`src/hw/rtl/itp_pkg.sv`:
```
// Package for the infix to postfix converter: payload types, operator codes and lookup functions.
package itp_pkg;

  localparam int unsigned STACK_DEPTH_DEF = 32;

  // ASCII characters of the parentheses and the operators.
  localparam logic [7:0] CH_OPEN  = 8'h28;
  localparam logic [7:0] CH_CLOSE = 8'h29;
  localparam logic [7:0] CH_MUL   = 8'h2A;
  localparam logic [7:0] CH_PLUS  = 8'h2B;
  localparam logic [7:0] CH_MINUS = 8'h2D;
  localparam logic [7:0] CH_DIV   = 8'h2F;
  localparam logic [7:0] CH_POW   = 8'h5E;

  // Operator codes as they are kept on the stack.
  typedef logic [2:0] op_code_t;

  localparam op_code_t OP_OPEN = 3'd0;
  localparam op_code_t OP_ADD  = 3'd1;
  localparam op_code_t OP_SUB  = 3'd2;
  localparam op_code_t OP_MUL  = 3'd3;
  localparam op_code_t OP_DIV  = 3'd4;
  localparam op_code_t OP_POW  = 3'd5;

  typedef struct packed {
    logic [7:0] in_char;
    logic       expr_last;
  } in_t;

  typedef struct packed {
    logic [7:0] out_char;
    logic       char_valid;
    logic       run_last;
    logic       expr_end;
    logic       stack_overflow;
    logic       unmatched_close;
  } out_t;

  // ASCII character for a stack code.
  function automatic logic [7:0] op_char(input op_code_t code);
    logic [7:0] c;
    unique case (code)
      OP_OPEN: c = CH_OPEN;
      OP_ADD:  c = CH_PLUS;
      OP_SUB:  c = CH_MINUS;
      OP_MUL:  c = CH_MUL;
      OP_DIV:  c = CH_DIV;
      OP_POW:  c = CH_POW;
      default: c = CH_OPEN;
    endcase
    return c;
  endfunction

  // Binding strength; an opening parenthesis has the lowest.
  function automatic logic [1:0] op_prec(input op_code_t code);
    logic [1:0] p;
    unique case (code)
      OP_ADD, OP_SUB: p = 2'd1;
      OP_MUL, OP_DIV: p = 2'd2;
      OP_POW:         p = 2'd3;
      default:        p = 2'd0;
    endcase
    return p;
  endfunction

  function automatic logic is_alnum(input logic [7:0] c);
    return ((c >= 8'h30) && (c <= 8'h39)) || ((c >= 8'h41) && (c <= 8'h5A)) ||
           ((c >= 8'h61) && (c <= 8'h7A));
  endfunction

  function automatic logic is_operator(input logic [7:0] c);
    return (c == CH_PLUS) || (c == CH_MINUS) || (c == CH_MUL) || (c == CH_DIV) ||
           (c == CH_POW);
  endfunction

  // Stack code of an operator character; only meaningful where is_operator holds.
  function automatic op_code_t char_to_op(input logic [7:0] c);
    op_code_t code;
    unique case (c)
      CH_PLUS:  code = OP_ADD;
      CH_MINUS: code = OP_SUB;
      CH_MUL:   code = OP_MUL;
      CH_DIV:   code = OP_DIV;
      CH_POW:   code = OP_POW;
      default:  code = OP_OPEN;
    endcase
    return code;
  endfunction

endpackage

```
`src/hw/rtl/infix_to_postfix_converter.sv`:
```
// Top level of the shunting-yard infix to postfix converter with its operator stack.
//
//   Channel  Direction  Handshake                  Payload
//   input    in         in_valid_i / in_ready_o    in_data_i  (in_t: in_char, expr_last)
//   output   out        out_valid_o / out_ready_i  out_data_o (out_t: postfix char and flags)
//
// One request is taken while the sequencer is idle, after which the input stays not ready
// until every result of that request has been placed in the output register.
// Each popped operator passes through S_POP and then S_LOAD, where the stack memory's
// registered read supplies the new top; S_LOAD is skipped when the pop empties the stack.
// Discarding an opening parenthesis with entries below it passes through S_LOAD too, and a
// final character adds a flush phase that pops every operator left on the stack.
// Reset clears the stack count and the sequencer; the stack memory is not cleared,
// because only entries below the count are ever read. A stalled output holds the
// sequencer in place, so no result is lost or repeated.
module infix_to_postfix_converter
  import itp_pkg::*;
#(
  parameter int unsigned STACK_DEPTH = STACK_DEPTH_DEF
) (
  input  logic clk_i,
  input  logic rst_ni,
  input  logic in_valid_i,
  output logic in_ready_o,
  input  in_t  in_data_i,
  output logic out_valid_o,
  input  logic out_ready_i,
  output out_t out_data_o
);

  localparam int unsigned AW = (STACK_DEPTH > 1) ? $clog2(STACK_DEPTH) : 1;
  localparam int unsigned CW = $clog2(STACK_DEPTH + 1);

  // Sequencer states.
  localparam logic [1:0] S_IDLE = 2'd0;
  localparam logic [1:0] S_POP  = 2'd1;
  localparam logic [1:0] S_LOAD = 2'd2;
  localparam logic [1:0] S_FIN  = 2'd3;

  // Phase of the pop loop: the character's own popping, the final flush, or done.
  localparam logic [1:0] M_MAIN  = 2'd0;
  localparam logic [1:0] M_DONE  = 2'd1;
  localparam logic [1:0] M_FLUSH = 2'd2;

  // Classes of input character.
  localparam logic K_CLOSE = 1'b0;
  localparam logic K_OPER  = 1'b1;

  logic [1:0]    state_q, state_d;
  logic [1:0]    mode_q, mode_d;
  logic          kind_q, kind_d;
  op_code_t      code_q, code_d;
  logic          last_q, last_d;
  logic          ovf_q, ovf_d;
  logic          unm_q, unm_d;
  logic [CW-1:0] count_q, count_d;
  logic [CW-1:0] open_q, open_d;
  op_code_t      top_q, top_d;
  logic          pend_v_q, pend_v_d;
  logic [7:0]    pend_char_q, pend_char_d;
  logic          out_valid_q, out_valid_d;
  out_t          out_q, out_d;

  // Stack memory holds every entry below the cached top.
  op_code_t      stack_mem [STACK_DEPTH];
  op_code_t      rd_data_q;
  logic          mem_we;
  logic [AW-1:0] mem_wa;
  logic [AW-1:0] mem_ra;
  logic [CW-1:0] cnt_m1;
  logic [CW-1:0] cnt_m2;

  logic          out_free;
  logic          pop_cond;
  logic          full;
  op_code_t      in_code;
  logic [7:0]    in_char;

  assign in_char  = in_data_i.in_char;
  assign in_code  = char_to_op(in_char);
  assign cnt_m1   = count_q - CW'(1);
  assign cnt_m2   = count_q - CW'(2);
  assign mem_wa   = cnt_m1[AW-1:0];
  assign mem_ra   = cnt_m2[AW-1:0];
  assign full     = (count_q == CW'(STACK_DEPTH));
  assign out_free = !out_valid_q || out_ready_i;

  always_ff @(posedge clk_i) begin
    if (mem_we) begin
      stack_mem[mem_wa] <= top_q;
    end
    rd_data_q <= stack_mem[mem_ra];
  end

  always_comb begin
    unique case (mode_q)
      M_MAIN: begin
        if (kind_q == K_CLOSE) begin
          pop_cond = (count_q != '0) && (top_q != OP_OPEN);
        end else begin
          pop_cond = (count_q != '0) && (op_prec(top_q) >= op_prec(code_q));
        end
      end
      M_FLUSH: pop_cond = (count_q != '0);
      default: pop_cond = 1'b0;
    endcase
  end

  always_comb begin
    state_d     = state_q;
    mode_d      = mode_q;
    kind_d      = kind_q;
    code_d      = code_q;
    last_d      = last_q;
    ovf_d       = ovf_q;
    unm_d       = unm_q;
    count_d     = count_q;
    open_d      = open_q;
    top_d       = top_q;
    pend_v_d    = pend_v_q;
    pend_char_d = pend_char_q;
    out_d       = out_q;
    out_valid_d = out_valid_q && !out_ready_i;
    mem_we      = 1'b0;
    in_ready_o  = (state_q == S_IDLE);

    unique case (state_q)
      S_IDLE: begin
        if (in_valid_i) begin
          last_d   = in_data_i.expr_last;
          code_d   = in_code;
          ovf_d    = 1'b0;
          unm_d    = 1'b0;
          pend_v_d = 1'b0;
          mode_d   = M_DONE;
          state_d  = S_POP;
          if (is_alnum(in_char)) begin
            pend_v_d    = 1'b1;
            pend_char_d = in_char;
          end else if (in_char == CH_OPEN) begin
            if (full) begin
              ovf_d = 1'b1;
            end else begin
              mem_we  = (count_q != '0);
              top_d   = OP_OPEN;
              count_d = count_q + CW'(1);
              open_d  = open_q + CW'(1);
            end
          end else if (in_char == CH_CLOSE) begin
            kind_d = K_CLOSE;
            mode_d = M_MAIN;
            unm_d  = (open_q == '0);
          end else if (is_operator(in_char)) begin
            kind_d = K_OPER;
            mode_d = M_MAIN;
            // A full stack only overflows when nothing is popped first.
            ovf_d  = full && (op_prec(top_q) < op_prec(in_code));
          end
        end
      end

      S_POP: begin
        if (pop_cond) begin
          if (!pend_v_q || out_free) begin
            if (pend_v_q) begin
              out_valid_d = 1'b1;
              out_d       = '{out_char: pend_char_q, char_valid: 1'b1, run_last: 1'b0,
                              expr_end: 1'b0, stack_overflow: ovf_q,
                              unmatched_close: unm_q};
            end
            pend_v_d    = 1'b1;
            pend_char_d = op_char(top_q);
            count_d     = cnt_m1;
            if (count_q > CW'(1)) begin
              state_d = S_LOAD;
            end
          end
        end else begin
          unique case (mode_q)
            M_MAIN: begin
              mode_d = M_DONE;
              if (kind_q == K_CLOSE) begin
                // Discard the matching opening parenthesis.
                if (count_q != '0) begin
                  count_d = cnt_m1;
                  open_d  = open_q - CW'(1);
                  if (count_q > CW'(1)) begin
                    state_d = S_LOAD;
                  end
                end
              end else if (!full) begin
                mem_we  = (count_q != '0);
                top_d   = code_q;
                count_d = count_q + CW'(1);
              end
            end
            M_DONE: begin
              if (last_q) begin
                mode_d = M_FLUSH;
              end else begin
                state_d = S_FIN;
              end
            end
            default: begin
              open_d  = '0;
              state_d = S_FIN;
            end
          endcase
        end
      end

      S_LOAD: begin
        top_d   = rd_data_q;
        state_d = S_POP;
      end

      default: begin
        if (pend_v_q || last_q || ovf_q || unm_q) begin
          if (out_free) begin
            out_valid_d = 1'b1;
            out_d       = '{out_char: pend_v_q ? pend_char_q : 8'h00, char_valid: pend_v_q,
                            run_last: 1'b1, expr_end: last_q, stack_overflow: ovf_q,
                            unmatched_close: unm_q};
            pend_v_d    = 1'b0;
            state_d     = S_IDLE;
          end
        end else begin
          state_d = S_IDLE;
        end
      end
    endcase
  end

  always_ff @(posedge clk_i or negedge rst_ni) begin
    if (!rst_ni) begin
      state_q     <= S_IDLE;
      mode_q      <= M_DONE;
      count_q     <= '0;
      open_q      <= '0;
      pend_v_q    <= 1'b0;
      out_valid_q <= 1'b0;
    end else begin
      state_q     <= state_d;
      mode_q      <= mode_d;
      count_q     <= count_d;
      open_q      <= open_d;
      pend_v_q    <= pend_v_d;
      out_valid_q <= out_valid_d;
    end
  end

  always_ff @(posedge clk_i) begin
    kind_q      <= kind_d;
    code_q      <= code_d;
    last_q      <= last_d;
    ovf_q       <= ovf_d;
    unm_q       <= unm_d;
    top_q       <= top_d;
    pend_char_q <= pend_char_d;
    out_q       <= out_d;
  end

  assign out_valid_o = out_valid_q;
  assign out_data_o  = out_q;

endmodule
```
`config.mk`:
```
export PLATFORM = sky130hd
export DESIGN_NAME = infix_to_postfix_converter
export DESIGN_NICKNAME = d
export VERILOG_FILES = /design/src/hw/rtl/itp_pkg.sv /design/src/hw/rtl/infix_to_postfix_converter.sv
export SDC_FILE = /design/constraint.sdc
export NUM_CORES = 1
export LEC_CHECK = 0
export BUFFER_PORTS_ARGS = -buffer_cell sky130_fd_sc_hd__buf_2
export CAP_MARGIN = 20
export CORE_MARGIN = 2
export CORE_UTILIZATION = 40
export CTS_CLUSTER_DIAMETER = 150
export DETAILED_ROUTE_END_ITERATION = 12
export PLACE_DENSITY = 0.59
export SYNTH_ARGS = -nofsm -noshare
export SYNTH_HDL_FRONTEND = slang
export SYNTH_SLANG_ARGS = --single-unit
```
`constraint.sdc`:
```
create_clock -name clk_i -period 8.3 [get_ports clk_i]
set_input_delay 1.245 -clock clk_i [delete_from_list [all_inputs] [get_ports clk_i]]
set_output_delay 1.245 -clock clk_i [all_outputs]
set_load 0.05 [all_outputs]
```
==> flow_summary.toml, run 1 <==
[finish]
synthToLayoutAreaGrowth_pct = 11.5
layout.nets = 632
seq_area_um2 = 4330
antenna-diode-count = 0
multi_input_area_um2 = 2940
fin_area_um2 = 8400
drive_above_1_share_pct = 18.9
fin_cells = 844
nFillCells = 1639

[clocking]
clk_latency_ns = 0.42
cts_setup_buffers = 0
ctsResizeCount = 0
cts_tree = "built"
hold_buffers = 0
cts_max_level = 4
cts.clk_slew.worst_paths_ns = 0.06
cts_sinks = 148
cts_made_buffers = 17
cts_root_buffer = "clkbuf_16"
cts.path.max_buffers = 2

[floorplanning]
dieArea_um2 = 20000
rows = 50
start_util_pct = 40.6
io_pins = 28
dieWidth_um = 141
die_h_um = 141
core-area_um2 = 18600

[synthesis]
synth_ff_type = "edfxtp_1"
syn_nets = 611
async_reset_ff_share_pct = 12.2
synth_edf_count = 127
syn_avg_cell_area_um2 = 13.1
synth_area_um2 = 7540
synthCells = 577
yosysSeqAreaShare_pct = 57.4
synth-seq-cells = 148
synth_cell_types = 74
yosys_warnings = 0

[critical_path]
critPathBufInv = 2
slowest_delay_ns = 0.68
critPathKind = "reg2reg"
worstPathCellList = "buf_4 -> nor2b_1 -> o21bai_1 -> inv_1 -> ha_1 -> nand2b_1 -> a2111oi_4 -> o311a_2 -> o211ai_1 -> nor2_1"
arrival_ns = 4.32
cp_top_family = "compound AO/OA/AOI/OAI gates"
path_max_fanout = 24
ff2ff_path_depth = 10
crit_required_ns = 8.39
slowest_stage = "edfxtp_1"
worst_setup_path_start_kind = "flip-flop"
cp_num_cells = 10
cp-end-kind = "flip-flop"

[power]
p_per_area_nw_per_um2 = 374
vdd_drop_max_mv = 0.170
total_power_mw = 3.14
power.leakage_nw = 2.88

[timing]
rsz0062_at_grt = "false"
hold_viol_final = 0
clock.fmax_mhz = 236
setup_viol = 0
holdWs_ns = 0.450
min_period_ns = 4.24
fin_crit_sh_pct = 51.0
slew_violations = 0
tightest_slew_ns = 1.08
finalClockSkew_ns = 0.00482
setup-tns-final_ns = 0
relSlewSlack_pct = 27.5

[grt]
antenna_found_initial = 0
grt_pass1_vias = 4777
grt-ovfl-total = 0
gr-usage-all-layers_pct = 17.0
grt_max_degree = 43
grt_pass1_wl_mm = 26.0

[worst_hold_path]
hold_depth = 0
hp-class = "reg2reg"

[drt]
drt_iter0_drc = 446
drc = 0
drt-total-wl_mm = 16.2
routed_via_density = 5.79
wl_per_cell_um = 19.2
dr_total_vias = 4883
ant_nets = 0
drt-pass1-iter-count = 5

[placement]
port_buffers = 27
placed_cell_area_um2 = 7860
place_congestion = 0.809
placed_cells = 812
dp_hpwl_mm = 11.1

[run_status]
status = "completed"

[run]
drv_cap = 0
## layout by cell type (no fill, tap or decap), types with 16 or more instances in the layout
cell type,instances
nor2_1,57
nand3_1,16
buf_2,28
nand2_1,31
ha_1,21
o21ai_0,23
clkbuf_16,17
mux4_2,30
edfxtp_1,127
inv_1,29
nor2b_1,20
a21oi_1,17
dfrtp_1,16
## logic make-up (layout without fill, tap and decap cells)
kind of cell	after synthesis	after routing	share of synthesized area (%)
simple gates	182	182	12.1
flops	148	148	57.4
compound gates	108	108	11.1
buf+inv	62	95	3.55
mux	44	44	11.0
fa+ha+maj	21	21	3.49
xor+xnor	12	12	1.39
## layout make-up
| class | instances | area share [%] |
|---|---|---|
| repair buffers | 35 | 2.29 |
| clock buffers | 20 | 5.20 |
| well taps | 234 | 3.48 |
| flip-flops and latches | 148 | 51.5 |
| multi-input cells | 367 | 35.0 |
| inverters | 29 | 1.30 |
| clock inverters | 11 | 1.24 |
## state kept, by name (all words and copies together) (netlist names), 2 cells and up
register,flops
out_data_o,13
pend_char_q,8
mode_q,2
code_q,3
top_q,3
state_q,2
stack_mem,96
count_q,6
open_q,6
rd_data_q,3
## synth_stat cells (all sizes together), types with 5 or more instances
library cell  instances  area (µm²)
buf                  12        80.1
mux2                  8        93.8
ha                   21         263
a22oi                 6        45.0
clkbuf               21        78.8
a21oi                17        85.1
nand2b                8        50.1
o21ai                23         115
mux4                 30         676
xnor2                 8        70.1
nor2                 58         220
nor4                  5        31.3
edfxtp              127        3810
nand3                16        80.1
nor2b                20         125
nor3                 15        75.1
dfrtp                17         425
mux2i                 6        60.1
o31ai                 7        66.3
nand2                31         116
o211ai                9        86.3
nand4                 6        37.5
inv                  29         109
## stage by stage
stage,util (%),setup WS [ns]
2_1_floorplan,-,4.89
3_3_place_gp,42.3,4.22
3_5_place_dp,42.3,4.07
4_1_cts,45.2,4.04
5_1_grt,45.2,3.72
6_report,45.2,4.06
## layer usage
| layer | vias to the layer above | GRT usage [%] | routed length (µm) |
|---|---|---|---|
| met1 | 2435 | 22.5 | 7120 |
| met2 | 179 | 27.8 | 7850 |
| met3 | 17 | 4.02 | 982 |
| li1 | 2252 | - | - |
| met4 | 0 | 5.68 | 276 |
| met5 | - | 0 | 0 |
## worst paths after layout
check | startpoint | endpoint | slack, ns
worst max-delay path | top_q[1]$_DFFE_PP_ | stack_mem[6][0]$_DFFE_PP_ | 4.06
min in group asynchronous | rst_ni | out_valid_o$_DFF_PN0_ | 0.77
worst max register to register | top_q[1]$_DFFE_PP_ | stack_mem[6][0]$_DFFE_PP_ | 4.06
worst min-delay path | ovf_q$_SDFFCE_PP0P_ | out_data_o[1]$_DFFE_PP_ | 0.45
worst min register to register | ovf_q$_SDFFCE_PP0P_ | out_data_o[1]$_DFFE_PP_ | 0.45
max in group asynchronous | rst_ni | mode_q[0]$_DFFE_PN1P_ | 7.20
## worst register-to-register path, delay by kind of cell (launching register included)
kind	cells	cell delay, ns
buffers and inverters	2	0.42
flip-flops	1	0.68
AND/OR/NAND/NOR	3	0.86
adder cells (fa/ha/maj)	1	0.28
AO/OA/AOI/OAI	4	1.67
## report_power, final
| group | internal (mW) | switching [mW] |
|---|---|---|
| combinational | 0.492 | 0.787 |
| clock | 0.412 | 0.287 |
| sequential | 1.02 | 0.140 |
Note: power is estimated with default switching activity, not from simulation.
==> inputs of run 2 (changes only) <==
- clock period: 8.3 -> 4.1 ns (I/O delays scaled with it)
==> run 2 against run 1 <==
  * Sequential power up 93%
  * Sequential share of layout area down 0.70 points
  * Highest routed layer unchanged
  * Utilization up 0.63 points
  * Combinational power up 120%
  * Global-route usage up 0.77 points
  * Cell area up 1.4%
  * Sequential cell count unchanged
  * Clock-buffer cell count down 3
  * Clock power up 130%
  * Worst hold slack worse by 0.32 ns
==> flow_summary.toml, run 2 (synthesis gave the netlist of run 1 again) <==
[floorplanning]
core-area_um2 = 18600
start_util_pct = 40.6
rows = 50
io_pins = 28
dieArea_um2 = 20000
dieWidth_um = 141
die_h_um = 141

[grt]
grt_pass1_wl_mm = 27.0
antenna_found_initial = 0
grt_pass1_vias = 4858
grt-ovfl-total = 0
gr-usage-all-layers_pct = 17.8
grt_max_degree = 41

[placement]
port_buffers = 27
dp_hpwl_mm = 11.4
placed_cells = 821
placed_cell_area_um2 = 7930
pre_cts_ws_ns = 0.380
place_congestion = 0.847

[clocking]
cts_setup_buffers = 0
cts_made_buffers = 17
cts_sinks = 148
hold_buffers = 0
clk_latency_ns = 0.43
cts.path.max_buffers = 2
ctsResizeCount = 0
cts.clk_slew.worst_paths_ns = 0.07
cts_root_buffer = "clkbuf_16"
cts_tree = "built"
cts_max_level = 4

[run]
drv_cap = 0

[timing]
tightest_slew_ns = 1.15
setup_viol = 0
clock.fmax_mhz = 268
fin_crit_sh_pct = 91.0
setup-tns-final_ns = 0
finalClockSkew_ns = 0.0110
hold_viol_final = 0
slew_violations = 0
relSlewSlack_pct = 22.9
min_period_ns = 3.73
rsz0062_at_grt = "false"
layout_setup_ws_ns = 0.368

[power]
power.leakage_nw = 2.94
switching_share_pct = 39.0
p_per_area_nw_per_um2 = 773
power.share.clock_pct = 24.1
vdd_drop_max_mv = 0.336
comb_power_share_pct = 41.9
total_power_mw = 6.58
seqPwrFrac_pct = 34.0
netSwitchingPower_mw = 2.57
p_int_mw = 4.02

[critical_path]
worst_setup_path_start_kind = "flip-flop"
reg2reg_slack_ns = 0.37
cp_top_family = "compound AO/OA/AOI/OAI gates"
critPathKind = "reg2reg"
crit_required_ns = 4.22
crit_path_frequent_cell = "buf_4"
slowest_delay_ns = 0.94
ff2ff_path_depth = 11
cp_num_cells = 11
slowest_stage = "o211ai_1"
critPathBufInv = 3
worstPathCellList = "buf_4 -> nor2b_1 -> o21bai_1 -> inv_1 -> ha_1 -> nand2b_1 -> a2111oi_4 -> buf_4 -> o311a_2 -> o211ai_1 -> nor2_1"
path_max_fanout = 14
critPathCapture = "stack_mem[16][1]$_DFFE_PP_"
r2r_end = "stack_mem[16][1]$_DFFE_PP_"
arrival_ns = 3.85
critPathLaunch = "top_q[0]$_DFFE_PP_"
rr_startpoint = "top_q[0]$_DFFE_PP_"
cp-end-kind = "flip-flop"

[finish]
final_common_cell = "edfxtp_1"
fin_area_um2 = 8520
largest_reg_flops = 96
fin_cells = 853
layout.nets = 640
most-common-layout-cells = "127 x edfxtp_1, 57 x nor2_1, 31 x nand2_1"
drive_above_1_share_pct = 20.4
max_flop_register = "stack_mem"
antenna-diode-count = 0
synthToLayoutAreaGrowth_pct = 13.1

[drt]
ant_nets = 0
dr_total_vias = 4981
drc = 0
wl_per_cell_um = 19.8
drt-total-wl_mm = 16.9
routed_via_density = 5.84
drt-pass1-iter-count = 7
drt_iter0_drc = 384

[worst_hold_path]
hp-class = "in2async"

[run_status]
status = "completed"
==> run 2: changes by cell type in the layout (fill, tap and decap cells not counted) <==
cell,change
inv_8,+4
clkinv_2,-1
bufinv_16,+1
clkinv_4,-1
buf_2,-1
clkbuf_1,-3
buf_4,+9
clkinv_1,+1
==> run 2: how the worst min path moves through the flow <==
stage                         from                 endpoint  slack [ns]  cells past startpoint
2_1_floorplan               rst_ni   count_q[0]$_DFFE_PN0P_        0.32                      0
3_3_place_gp   ovf_q$_SDFFCE_PP0P_  out_data_o[1]$_DFFE_PP_        0.43                      0
3_5_place_dp   unm_q$_SDFFCE_PP0P_  out_data_o[0]$_DFFE_PP_        0.43                      0
4_1_cts                     rst_ni   count_q[4]$_DFFE_PN0P_        0.13                      1
5_1_grt                     rst_ni   count_q[4]$_DFFE_PN0P_        0.15                      1
6_report                    rst_ni   count_q[4]$_DFFE_PN0P_        0.13                      1
==> run 2: power by group through the flow <==
stage	logic [mW]	clock network (mW)	registers, mW
after floorplan	1.84	0	2.52
after global placement	2.71	0	2.26
after detailed placement	2.76	0	2.27
after CTS	2.77	1.62	2.24
after global routing	3.01	1.68	2.27
final	2.76	1.59	2.24
==> run 2: cell type report <==
| class | count | area, µm² |
|---|---|---|
| tap | 234 | 293 |
| fill | 1602 | 10100 |
| clock inverter | 15 | 169 |
| clock buffer | 17 | 425 |
| timing repair buffer | 43 | 255 |
| multi-input combinational | 367 | 2940 |
| sequential | 148 | 4330 |
| inverter | 29 | 109 |
==> run 2: worst reg2reg max path, cell delays in order (launching register included) <==
cell and delay, ns:
edfxtp_1 0.34, buf_4 0.20, nor2b_1 0.28, o21bai_1 0.18, inv_1 0.07, ha_1 0.27, nand2b_1 0.14, a2111oi_4 0.08
buf_4 0.18, o311a_2 0.47, o211ai_1 0.94, nor2_1 0.27
==> run 2: metal layers <==
metal	up-vias	track usage, %	part of all wire [%]
met4	0	5.58	1.6
met1	2495	23.9	44
li1	2277	-	-
met5	-	0	0
met3	22	3.85	5.4
met2	187	29.1	49
==> run 2: metrics by stage <==
step           hold slack [ns]  utilization (%)
2_1_floorplan            0.319                -
3_3_place_gp             0.431             42.7
3_5_place_dp             0.427             42.7
4_1_cts                  0.134             45.9
5_1_grt                  0.152             45.9
6_report                 0.127             45.9
